==> src/hw/rtl/ncsc_pkg.sv <==
// Shared types and constants for the nearest color sample classifier.
// Used by the channel interfaces and the classifier top level.
// No dependencies.
`timescale 1ns / 1ps
`default_nettype none

package ncsc_pkg;

  // Field widths of one input beat and one result beat.
  localparam int unsigned OP_W            = 1;
  localparam int unsigned COLOR_W         = 8;
  localparam int unsigned RAND_W          = 16;
  localparam int unsigned SAMPLE_COUNT_W  = 7;

  // Configuration register widths and reset values.
  localparam int unsigned WEIGHT_W        = 8;
  localparam int unsigned RAMP_W          = 10;
  localparam int unsigned CFG_INDEX_W     = 2;
  localparam int unsigned CFG_DATA_W      = 10;
  localparam logic [WEIGHT_W-1:0] WEIGHT_ONE = WEIGHT_W'(16);
  localparam logic [RAMP_W-1:0]   RAMP_RESET = RAMP_W'(50);

  // Default sample table depth.
  localparam int unsigned MAX_SAMPLES_DEF = 64;

  // Operation codes.
  localparam logic [OP_W-1:0] OP_ADD      = 1'b0;
  localparam logic [OP_W-1:0] OP_CLASSIFY = 1'b1;

  // Configuration register indexes.
  localparam logic [CFG_INDEX_W-1:0] REG_WEIGHT_HUE        = 2'd0;
  localparam logic [CFG_INDEX_W-1:0] REG_WEIGHT_SATURATION = 2'd1;
  localparam logic [CFG_INDEX_W-1:0] REG_WEIGHT_VALUE      = 2'd2;
  localparam logic [CFG_INDEX_W-1:0] REG_RAMP_LENGTH       = 2'd3;

  // One stored HSV sample.
  typedef struct packed {
    logic [COLOR_W-1:0] hue;
    logic [COLOR_W-1:0] saturation;
    logic [COLOR_W-1:0] value;
  } sample_t;

endpackage

`default_nettype wire

==> src/hw/rtl/ncsc_if.sv <==
// Valid/ready channel interfaces for the classifier input and result beats.
// Depends on ncsc_pkg for the field widths.
`timescale 1ns / 1ps
`default_nettype none

// Input channel: one add or classify request per beat.
interface ncsc_item_if;
  logic                                valid;
  logic                                ready;
  logic [ncsc_pkg::OP_W-1:0]           operation;
  logic [ncsc_pkg::COLOR_W-1:0]        pixel_hue;
  logic [ncsc_pkg::COLOR_W-1:0]        pixel_saturation;
  logic [ncsc_pkg::COLOR_W-1:0]        pixel_value;
  logic [ncsc_pkg::RAND_W-1:0]         random_fraction;

  modport source (
    output valid, operation, pixel_hue, pixel_saturation, pixel_value, random_fraction,
    input  ready
  );
  modport sink (
    input  valid, operation, pixel_hue, pixel_saturation, pixel_value, random_fraction,
    output ready
  );
endinterface

// Result channel: one beat per accepted input beat.
interface ncsc_result_if;
  logic                                  valid;
  logic                                  ready;
  logic                                  selected;
  logic                                  sample_accepted;
  logic [ncsc_pkg::SAMPLE_COUNT_W-1:0]   sample_count;

  modport source (
    output valid, selected, sample_accepted, sample_count,
    input  ready
  );
  modport sink (
    input  valid, selected, sample_accepted, sample_count,
    output ready
  );
endinterface

`default_nettype wire

==> src/hw/rtl/nearest_color_sample_classifier.sv <==
// Nearest color sample classifier: learned HSV sample table in one memory.
// Depends on ncsc_pkg and the channel interfaces in ncsc_if.sv.
//
// Usage:
//   The item channel carries add and classify beats. An add stores its HSV
//   triple in the next free table slot, or drops it when the table is full.
//   A classify walks the stored samples, takes the smallest weighted L1
//   distance d (Q4.4 weights, integer part) and selects the pixel when
//   d < ramp_length and (ramp_length - d) / ramp_length beats the random
//   fraction. Every item returns exactly one beat on the result channel.
//   Configuration registers are written through write_enable, write_index
//   and write_data; the user must write them only while the block is idle,
//   since the block itself does not enforce it.
//   An add moves to the finish state, which loads its result once the output
//   register is free. A classify scans the stored samples: the single read port
//   of the sample memory delivers one sample per cycle, followed by the
//   distance pipeline and the ramp test; an empty table skips the scan. One item
//   is in work at a time and the next one is taken in the cycle after a result loads.
// Reset and stalls:
//   Reset empties the table, restores the weights to 1.0 and the ramp
//   length to 50. A finished result waits in the output register while the
//   receiver stalls; the next item is still accepted and processed, and its
//   result holds in the block until the output register frees up.
`timescale 1ns / 1ps
`default_nettype none

module nearest_color_sample_classifier #(
  parameter int unsigned MAX_SAMPLES = ncsc_pkg::MAX_SAMPLES_DEF
) (
  input  wire logic                              clk,
  input  wire logic                              rst,
  input  wire logic                              write_enable,
  input  wire logic [ncsc_pkg::CFG_INDEX_W-1:0]  write_index,
  input  wire logic [ncsc_pkg::CFG_DATA_W-1:0]   write_data,
  ncsc_item_if.sink                              item,
  ncsc_result_if.source                          result
);
  import ncsc_pkg::*;

  localparam int unsigned ADDR_W    = (MAX_SAMPLES > 1) ? $clog2(MAX_SAMPLES) : 1;
  localparam int unsigned CNT_W     = $clog2(MAX_SAMPLES + 1);
  localparam int unsigned CNT_EXT_W = (CNT_W > SAMPLE_COUNT_W) ? CNT_W : SAMPLE_COUNT_W;
  localparam int unsigned PROD_W    = WEIGHT_W + COLOR_W;
  localparam int unsigned SUM_W     = PROD_W + 2;
  localparam int unsigned DIST_W    = SUM_W - 4;
  localparam int unsigned RHS_W     = RAND_W + RAMP_W;

  typedef enum logic [2:0] {
    S_IDLE,
    S_SCAN,
    S_DRAIN,
    S_RAMP,
    S_TEST,
    S_FINISH
  } state_t;

  function automatic logic [COLOR_W-1:0] abs_diff(input logic [COLOR_W-1:0] a,
                                                  input logic [COLOR_W-1:0] b);
    abs_diff = (a > b) ? (a - b) : (b - a);
  endfunction

  state_t state;

  // Configuration registers.
  logic [WEIGHT_W-1:0] weight_hue;
  logic [WEIGHT_W-1:0] weight_saturation;
  logic [WEIGHT_W-1:0] weight_value;
  logic [RAMP_W-1:0]   ramp_length;

  // Table fill and scan control.
  logic [CNT_W-1:0]    stored_count;
  logic [ADDR_W-1:0]   scan_idx;
  logic                rd_en;
  logic                rd_v;
  logic                p_v;
  logic                table_full;
  logic                accept;
  logic                wr_en;
  logic [ADDR_W-1:0]   wr_addr;

  // Latched pixel of the item in work.
  sample_t             pixel;
  logic [RAND_W-1:0]   pixel_rand;

  // Distance pipeline.
  sample_t             rd_data;
  logic [PROD_W-1:0]   prod_hue;
  logic [PROD_W-1:0]   prod_saturation;
  logic [PROD_W-1:0]   prod_value;
  logic [SUM_W-1:0]    dist_sum;
  logic [DIST_W-1:0]   sample_dist;
  logic [RAMP_W-1:0]   best;

  // Ramp test.
  logic                ramp_hit;
  logic [RAMP_W-1:0]   ramp_span;
  logic [RHS_W-1:0]    ramp_rhs;

  // Pending result of the item in work and the output register.
  logic                pend_selected;
  logic                pend_accepted;
  logic [CNT_W-1:0]    pend_count;
  logic [CNT_EXT_W-1:0] pend_count_ext;
  logic                res_valid;
  logic                res_selected;
  logic                res_accepted;
  logic [SAMPLE_COUNT_W-1:0] res_count;

  sample_t             sample_in;

  // Sample memory: one write port for adds, one registered read port for scans.
  sample_t mem [MAX_SAMPLES];

  always_ff @(posedge clk) begin
    if (wr_en) begin
      mem[wr_addr] <= sample_in;
    end
  end

  always_ff @(posedge clk) begin
    if (rd_en) begin
      rd_data <= mem[scan_idx];
    end
  end

  // Handshake and memory control.
  assign item.ready  = (state == S_IDLE);
  assign accept      = item.valid && (state == S_IDLE);
  assign table_full  = (stored_count >= CNT_W'(MAX_SAMPLES));
  assign wr_en       = accept && (item.operation == OP_ADD) && !table_full;
  assign wr_addr     = stored_count[ADDR_W-1:0];
  assign rd_en       = (state == S_SCAN);
  assign sample_in   = '{hue: item.pixel_hue, saturation: item.pixel_saturation,
                         value: item.pixel_value};

  // Weighted L1 distance of the sample in the product stage, integer part.
  assign dist_sum    = SUM_W'(prod_hue) + SUM_W'(prod_saturation) + SUM_W'(prod_value);
  assign sample_dist = dist_sum[SUM_W-1:4];

  assign pend_count_ext = CNT_EXT_W'(pend_count);

  assign result.valid           = res_valid;
  assign result.selected        = res_selected;
  assign result.sample_accepted = res_accepted;
  assign result.sample_count    = res_count;

  // Control state, datapath pipeline and output register.
  always_ff @(posedge clk) begin
    if (rst) begin
      state             <= S_IDLE;
      weight_hue        <= WEIGHT_ONE;
      weight_saturation <= WEIGHT_ONE;
      weight_value      <= WEIGHT_ONE;
      ramp_length       <= RAMP_RESET;
      stored_count      <= '0;
      rd_v              <= 1'b0;
      p_v               <= 1'b0;
      res_valid         <= 1'b0;
    end else begin
      // Configuration writes.
      if (write_enable) begin
        unique case (write_index)
          REG_WEIGHT_HUE:        weight_hue        <= write_data[WEIGHT_W-1:0];
          REG_WEIGHT_SATURATION: weight_saturation <= write_data[WEIGHT_W-1:0];
          REG_WEIGHT_VALUE:      weight_value      <= write_data[WEIGHT_W-1:0];
          REG_RAMP_LENGTH:       ramp_length       <= write_data[RAMP_W-1:0];
          default: ;
        endcase
      end

      // The output beat leaves when the receiver takes it; the finish state
      // reloads the register itself.
      if (res_valid && result.ready && (state != S_FINISH)) begin
        res_valid <= 1'b0;
      end

      // Product stage: one weighted byte difference per channel.
      rd_v <= rd_en;
      p_v  <= rd_v;
      if (rd_v) begin
        prod_hue        <= PROD_W'(weight_hue) * PROD_W'(abs_diff(pixel.hue, rd_data.hue));
        prod_saturation <= PROD_W'(weight_saturation) *
                           PROD_W'(abs_diff(pixel.saturation, rd_data.saturation));
        prod_value      <= PROD_W'(weight_value) *
                           PROD_W'(abs_diff(pixel.value, rd_data.value));
      end

      // Running minimum; it never exceeds the ramp length it starts from.
      if (p_v && (sample_dist < DIST_W'(best))) begin
        best <= sample_dist[RAMP_W-1:0];
      end

      unique case (state)
        S_IDLE: begin
          if (item.valid) begin
            pixel         <= sample_in;
            pixel_rand    <= item.random_fraction;
            pend_selected <= 1'b0;
            if (item.operation == OP_ADD) begin
              if (!table_full) begin
                stored_count  <= stored_count + 1'b1;
                pend_accepted <= 1'b1;
                pend_count    <= stored_count + 1'b1;
              end else begin
                pend_accepted <= 1'b0;
                pend_count    <= stored_count;
              end
              state <= S_FINISH;
            end else begin
              pend_accepted <= 1'b0;
              pend_count    <= stored_count;
              best          <= ramp_length;
              scan_idx      <= '0;
              state         <= (stored_count == '0) ? S_RAMP : S_SCAN;
            end
          end
        end
        S_SCAN: begin
          // One memory read per cycle up to the last stored sample.
          scan_idx <= scan_idx + 1'b1;
          if ((CNT_W'(scan_idx) + 1'b1) == stored_count) begin
            state <= S_DRAIN;
          end
        end
        S_DRAIN: begin
          if (!rd_v && !p_v) begin
            state <= S_RAMP;
          end
        end
        S_RAMP: begin
          ramp_hit  <= (best < ramp_length);
          ramp_span <= ramp_length - best;
          ramp_rhs  <= RHS_W'(pixel_rand) * RHS_W'(ramp_length);
          state     <= S_TEST;
        end
        S_TEST: begin
          // (N - d) * 65536 > r * N
          pend_selected <= ramp_hit && ({ramp_span, {RAND_W{1'b0}}} > ramp_rhs);
          state         <= S_FINISH;
        end
        S_FINISH: begin
          if (!res_valid || result.ready) begin
            res_valid    <= 1'b1;
            res_selected <= pend_selected;
            res_accepted <= pend_accepted;
            res_count    <= pend_count_ext[SAMPLE_COUNT_W-1:0];
            state        <= S_IDLE;
          end
        end
        default: state <= S_IDLE;
      endcase
    end
  end

  // The table never holds more samples than it has slots.
  a_count_bound: assert property (@(posedge clk) disable iff (rst)
    stored_count <= CNT_W'(MAX_SAMPLES))
    else $error("sample count exceeds table depth");

  // An add on a full table leaves the count alone.
  a_full_drop: assert property (@(posedge clk) disable iff (rst)
    accept && (item.operation == OP_ADD) && table_full |=> $stable(stored_count))
    else $error("add on a full table changed the count");

  // The distance pipeline is empty whenever a new item can enter.
  a_idle_drained: assert property (@(posedge clk) disable iff (rst)
    (state == S_IDLE) |-> (!rd_v && !p_v))
    else $error("distance pipeline busy while idle");

endmodule

`default_nettype wire

==> src/flat_wrapper.sv <==
// flat-port wrapper written by rule: the top's interface ports become plain ports
module nearest_color_sample_classifier_flat import ncsc_pkg::*;
#(
  parameter int unsigned MAX_SAMPLES = ncsc_pkg::MAX_SAMPLES_DEF
)
  (clk, rst, write_enable, write_index, write_data, item_valid, item_operation, item_pixel_hue, item_pixel_saturation, item_pixel_value, item_random_fraction, item_ready, result_valid, result_selected, result_sample_accepted, result_sample_count, result_ready);
  ncsc_item_if item_i ();
  ncsc_result_if result_i ();
  input  wire logic clk;
  input  wire logic rst;
  input  wire logic write_enable;
  input  wire logic [ncsc_pkg::CFG_INDEX_W-1:0] write_index;
  input  wire logic [ncsc_pkg::CFG_DATA_W-1:0] write_data;
  input wire logic [$bits(item_i.valid)-1:0] item_valid;
  input wire logic [$bits(item_i.operation)-1:0] item_operation;
  input wire logic [$bits(item_i.pixel_hue)-1:0] item_pixel_hue;
  input wire logic [$bits(item_i.pixel_saturation)-1:0] item_pixel_saturation;
  input wire logic [$bits(item_i.pixel_value)-1:0] item_pixel_value;
  input wire logic [$bits(item_i.random_fraction)-1:0] item_random_fraction;
  output wire logic [$bits(item_i.ready)-1:0] item_ready;
  output wire logic [$bits(result_i.valid)-1:0] result_valid;
  output wire logic [$bits(result_i.selected)-1:0] result_selected;
  output wire logic [$bits(result_i.sample_accepted)-1:0] result_sample_accepted;
  output wire logic [$bits(result_i.sample_count)-1:0] result_sample_count;
  input wire logic [$bits(result_i.ready)-1:0] result_ready;
  assign item_i.valid = item_valid;
  assign item_i.operation = item_operation;
  assign item_i.pixel_hue = item_pixel_hue;
  assign item_i.pixel_saturation = item_pixel_saturation;
  assign item_i.pixel_value = item_pixel_value;
  assign item_i.random_fraction = item_random_fraction;
  assign item_ready = item_i.ready;
  assign result_valid = result_i.valid;
  assign result_selected = result_i.selected;
  assign result_sample_accepted = result_i.sample_accepted;
  assign result_sample_count = result_i.sample_count;
  assign result_i.ready = result_ready;
  nearest_color_sample_classifier #(.MAX_SAMPLES(MAX_SAMPLES)) u_core (.clk(clk), .rst(rst), .write_enable(write_enable), .write_index(write_index), .write_data(write_data), .item(item_i), .result(result_i));
endmodule
==> config.mk <==
export PLATFORM = sky130hd
export DESIGN_NAME = nearest_color_sample_classifier_flat
export DESIGN_NICKNAME = d
export VERILOG_FILES = /design/src/hw/rtl/ncsc_pkg.sv /design/src/hw/rtl/ncsc_if.sv /design/src/hw/rtl/nearest_color_sample_classifier.sv /design/src/flat_wrapper.sv
export SDC_FILE = /design/constraint.sdc
export NUM_CORES = 2
export LEC_CHECK = 0
export BUFFER_PORTS_ARGS = -buffer_cell sky130_fd_sc_hd__buf_2
export CORE_MARGIN = 4
export CORE_UTILIZATION = 25
export DETAILED_ROUTE_END_ITERATION = 8
export SLEW_MARGIN = 5
export SYNTH_ARGS = -nofsm -noshare
export SYNTH_HDL_FRONTEND = slang
export SYNTH_SLANG_ARGS = --single-unit
==> constraint.sdc <==
create_clock -name clk -period 7.65 [get_ports clk]
set_input_delay 1.1475 -clock clk [delete_from_list [all_inputs] [get_ports clk]]
set_output_delay 1.1475 -clock clk [all_outputs]
set_load 0.005 [all_outputs]
# Yosys cells after proc, flatten, opt, wreduce, memory -nomap -nowiden
# Memory sizes are Yosys's and may differ from the RTL's. A register that Yosys moved wholly into a read port is not among the register bits.
# Index checks and enable logic that the tools add are counted.
[totals]
regBits = 206
mem_bits_rw = 1536
input_bits = 58
out_inout_bits = 11
elab_cells = 125
n_memories = 1
[op_classes]
n_addsub = 12
mul = 4
order_cmp = 7
n_eq_ne = 15
muxes = 27
bitwise_logic = 2
reduce_logical = 30
[memory_table]
columns = ["memory", "words", "width", "rd", "rd_clocked_by_memory_dff", "write_ports", "line_no", "rtl"]
rows = [
  ["u_core.mem", 64, 24, 1, 1, 1, "nearest_color_sample_classifier.sv:112", "sample_t mem [MAX_SAMPLES];"],
]
[ops]
columns = ["operator", "count"]
rows = [
  ["multiplier 8 x 8 -> 16 bit", 3],
  ["subtractor 8 bit", 6],
  ["two-way mux 10 bit", 4],
  ["greater-than comparator 26 bit", 1],
  ["multiplier 16 x 10 -> 26 bit", 1],
  ["greater-than comparator 8 bit", 3],
  ["two-way mux 8 bit", 3],
  ["adder 18 x 16 -> 18 bit", 1],
  ["one-hot mux 3 bit (6 select lines)", 1],
  ["adder 16 x 16 -> 17 bit", 1],
  ["two-way mux 3 bit", 5],
  ["less-than comparator 14 x 10 -> 1 bit", 1],
  ["two-way mux 7 bit", 2],
  ["AND reduction 2 bit", 7],
  ["two-way mux 6 bit", 2],
  ["one-hot mux 6 bit (2 select lines)", 1],
  ["less-than comparator 10 bit", 1],
  ["subtractor 10 bit", 1],
  ["AND reduction 3 bit", 3],
  ["logical AND 1 bit", 8],
  ["AND reduction 4 bit", 2],
  ["adder 6 x 1 -> 7 bit (second input constant)", 1],
  ["adder 7 x 1 -> 7 bit (second input constant)", 1],
  ["== test 7 bit", 1],
  ["20 further kinds", 37],
]

# Longest topological paths before layout
[logic_depth]
ltp_word = 8
ltp_mapped = 30
mapped_depth_nobuf = 30

# Worst setup path before layout
# No wires, ideal clock.
[synth_timing]
path_type = "register to register"
startpoint = "register u_core.pixel[0] (netlist bit)"
endpoint = "register u_core.prod_value[15], data pin"
setup_time_ps = 260
arrival_ps = 6511
required_ps = 7390
path_slack_ps = 879
stages_incl_launch_ff = 29
n_path_buf = 0
synth_period_minus_slack_ps = 6771
cell_sequence = "edfxtp_1 > inv_1 > ha_1 > inv_1 > fa_1 > a21o_1 > a21oi_1 > o221ai_1 > nand2_2 > mux2_2 > o311ai_0 > nand2_1 > xor2_1 > nand2_1 > fa_1 > fa_1 > inv_1 > fa_1 > inv_1 > fa_1 > inv_1 > ha_1 > a21boi_0 > o21ai_0 > nand2b_1 > a21o_1 > a41o_1 > o41a_1 > xnor2_1"
[synth_between]
elab_chain_len = 3
word_cells_on_any_way = 5
cone_classes = "add/sub (2); mul (1); order compare (1); mux (1)"
[synth_rtl]
columns = ["item", "line_no", "rtl"]
rows = [
  ["start, declared", "nearest_color_sample_classifier.sv:82", "sample_t pixel;"],
  ["start signal, assigned", "nearest_color_sample_classifier.sv:196", "pixel <= sample_in;"],
  ["subtractor 8 bit / greater-than comparator 8 bit (equally long branches)", "nearest_color_sample_classifier.sv:59", "abs_diff = (a > b) ? (a - b) : (b - a);"],
  ["two-way mux 8 bit *", "nearest_color_sample_classifier.sv:59", ""],
  ["multiplier 8 x 8 -> 16 bit *", "nearest_color_sample_classifier.sv:184", "prod_value <= PROD_W'(weight_value) *"],
  ["end signal, assigned", "nearest_color_sample_classifier.sv:184", ""],
  ["end, declared", "nearest_color_sample_classifier.sv:89", "logic [PROD_W-1:0] prod_value;"],
]
# Every way passes the cells marked *; elsewhere a longest branch is shown, timed or not.
# A chain may end at the register's enable or synchronous reset.

# Final worst setup path
[layout_timing]
startpoint = "register u_core.pixel[16] (netlist bit)"
endpoint = "register u_core.prod_hue[15], data pin"
[layout_between]
elab_chain_len = 3
word_cells_on_any_way = 5
cone_classes = "add/sub (2); mul (1); order compare (1); mux (1)"
[layout_rtl]
columns = ["item", "line_no", "rtl"]
rows = [
  ["subtractor 8 bit / greater-than comparator 8 bit (equally long branches)", "nearest_color_sample_classifier.sv:59", ""],
  ["two-way mux 8 bit *", "nearest_color_sample_classifier.sv:59", ""],
  ["multiplier 8 x 8 -> 16 bit *", "nearest_color_sample_classifier.sv:181", "prod_hue <= PROD_W'(weight_hue) * PROD_W'(abs_diff(pixel.hue, rd_data.hue));"],
  ["end signal, assigned", "nearest_color_sample_classifier.sv:181", ""],
  ["end, declared", "nearest_color_sample_classifier.sv:87", "logic [PROD_W-1:0] prod_hue;"],
]
# Marks and branches as above.

==> impl_metrics.json <==
{
  "worstPathArrival_ns": 7.59,
  "ys_types": 72,
  "path_class": "flop to flop",
  "yosysWarnings": 0,
  "drv_slew": 0,
  "p_leak_nw": 31.6,
  "async_flop_share": 0,
  "setup_tns_ns": 0,
  "fin_nets": 5369,
  "critPathCaptureType": "flop",
  "synth_fp_nets": 5222,
  "cts_buffer_depth": 4,
  "met2_length_um": 96700,
  "ios": 69,
  "p_per_area_nw_per_um2": 294,
  "slowest_stage": "fa_1",
  "finalPower_w": 0.0274,
  "finalSetupViolCount": 0,
  "track_usage": 0.118,
  "num_rows": 209,
  "vias_per_cell": 4.57,
  "antenna_found_initial": 19,
  "worstMarginPinSlew_ns": 1.23,
  "top_layer": "met5",
  "firstDrtPassIters": 5,
  "drt_iter0_drc": 4638,
  "grt_pass1_wl_um": 297000,
  "fin_ws_ns": 0.548,
  "syn_area_per_cell_um2": 17.6,
  "dieArea_um2": 336000,
  "crit_top_cell": "inv_1",
  "synth_edf_count": 1719,
  "cts_root_buf": "clkbuf_16",
  "via_count": 42300,
  "hpwlAfterDp_um": 120000,
  "core_um2": 325000,
  "seq_area_um2": 52600,
  "drc": 0,
  "grt_max_degree": 147,
  "max_stage_delay_ns": 0.47,
  "post-synth-top-area-cell": "edfxtp_1",
  "numCtsBuffers": 174,
  "fmax_ghz": 0.141,
  "worst_slew_margin_rel": 0.178,
  "dp_slack_ns": 0.295,
  "syn_inst": 4659,
  "crit_buf_inv": 6,
  "cts_tree": "yes",
  "fin_crit_sh": 0.928,
  "crit_required_ns": 8.14,
  "met3_length_um": 14600,
  "die_w_um": 580,
  "drt_wl_total_um": 202000,
  "gp_congestion": 0.786,
  "ant_nets": 0,
  "start_util": 0.252,
  "synth_top_cell_area_share": 0.631,
  "synthFlopType": "edfxtp_1",
  "wl_met1_um": 85800,
  "period_minus_slack_ns": 7.10,
  "crit_family": "compound AO/OA/AOI/OAI gates",
  "multi_input_area_um2": 27500,
  "drive_gt1_frac": 0.201,
  "clock_skew_ns": 0.109,
  "netlist_top_cells_count": "edfxtp_1, mux4_2, inv_1",
  "crit_path_max_fanout": 11,
  "yosysSeqAreaShare": 0.642,
  "synth_area_um2": 81800,
  "rsz0062_at_grt": "no",
  "peakVddDrop_mv": 0.182,
  "hold_violations": 0,
  "grt-ovfl-total": 0,
  "status": "finished, final reports clean",
  "holdCritPathClass": "flop to flop",
  "cp-start-kind": "flop",
  "cts_sinks": 1766,
  "insertion_delay_ns": 0.85,
  "fp.dieH_um": 580,
  "clk_pin_slew_ns": 0.06,
  "drv_cap": 0,
  "syn_to_final_growth_pct": 14.1,
  "fillers": 31900,
  "io_buffers": 68,
  "synthTopCellsByArea": "edfxtp_1, mux4_2, fa_1",
  "routedWlPerCell_um": 21.8,
  "synth_most_common_cell": "edfxtp_1",
  "ys_ff_latch": 1766,
  "finalCoreUtilization": 0.287,
  "grt_pass1_vias": 44100,
  "htree_levels": 4
}
-- cell type report --
cell class	count	area share
sequential	1766	0.563
multi-input combinational	2319	0.295
tap	4325	0.0580
clock buffer	212	0.0488
inverter	389	0.0156
timing repair buffer	156	0.0117
clock inverter	94	0.00779
antenna	4	0.000107
-- worst reg2reg max path, delay by kind of cell, from the launching register on --
family                     cells  cell delay, ns
AOI/OAI and AO/OA             12            2.59
xor gates and xnor gates       2            0.58
adders and majority gates      7            2.40
buffers and inverters          6            0.48
DFF                            1            0.39
and+or+nand+nor                3            0.39
-- flip-flops by register name, indices dropped and copies added (netlist names), 7 cells and up --
register	cells
u_core.mem	1536
u_core.result.sample_count	7
u_core.rd_data	24
u_core.prod_value	16
u_core.ramp_rhs	26
u_core.prod_saturation	16
u_core.stored_count	7
u_core.pixel	24
u_core.pend_count	7
u_core.weight_hue	8
u_core.ramp_length	10
u_core.prod_hue	16
u_core.ramp_span	10
u_core.weight_value	8
u_core.best	10
u_core.weight_saturation	8
u_core.pixel_rand	16
-- kinds of logic (layout without fill, tap and decap cells) --
family,Yosys count,count (layout),share of synthesized area
other,0,4,0
buffers and inverters,574,851,0.0265
multiplexers,557,557,0.145
adder cells (fa/ha/maj),505,505,0.0980
flip-flops,1766,1766,0.642
AO/OA/AOI/OAI,310,310,0.0251
AND/OR/NAND/NOR,834,834,0.0504
XOR/XNOR,113,113,0.0121
-- per-layer routing --
layer,GRT usage,vias up
met3,0.0209,291
met1,0.160,22400
met2,0.195,1443
li1,-,18100
met4,0.0276,10
met5,0,-
-- path summary, 6_finish.rpt --
kind	cells after the start	slack [ns]	start	end
max	30	0.55	u_core.pixel[16]	u_core.prod_hue[15]
min	0	0.40	u_core.pend_count[2]	u_core.result.sample_count[2]
max reg2reg	30	0.55	u_core.pixel[16]	u_core.prod_hue[15]
min reg2reg	0	0.40	u_core.pend_count[2]	u_core.result.sample_count[2]
-- per-stage QoR --
stage	cells	cell area (um^2)	hold WS [ns]
floorplan	4659	81800	0.400
global placement	8955	88000	0.402
detailed placement	8955	88000	0.406
CTS	9261	93300	0.413
global route	9262	93300	0.420
finish	9265	93400	0.401
-- power breakdown --
part           total (W)  switching, W  internal, W
Sequential        0.0112      0.000193       0.0110
Clock            0.00819       0.00362      0.00457
Combinational    0.00800       0.00458      0.00342
-- what timing repair did --
| item | 4_1_cts | 5_1_grt |
|---|---|---|
| endpoints found under the setup margin | 0 | 5 |
| hold buffers | 0 | 0 |
| setup buffers | 0 | 0 |
| gates resized for setup | 0 | 5 |
| endpoints found under the hold margin | 0 | 0 |
-- cells in the final DEF, fill, tap and decap left out, types with 80 or more instances in the layout --
cell type  netlist  final
buf_4            0     83
clkbuf_16        0    175
edfxtp_1      1719   1719
inv_1          389    389
a21oi_1        106    106
mux4_2         504    504
and2_1         164    164
ha_1           279    278
nand2_1        234    234
nor2_1         201    136
xnor2_1         81     80
fa_1           226    226
(Power assumes the default switching activity.)
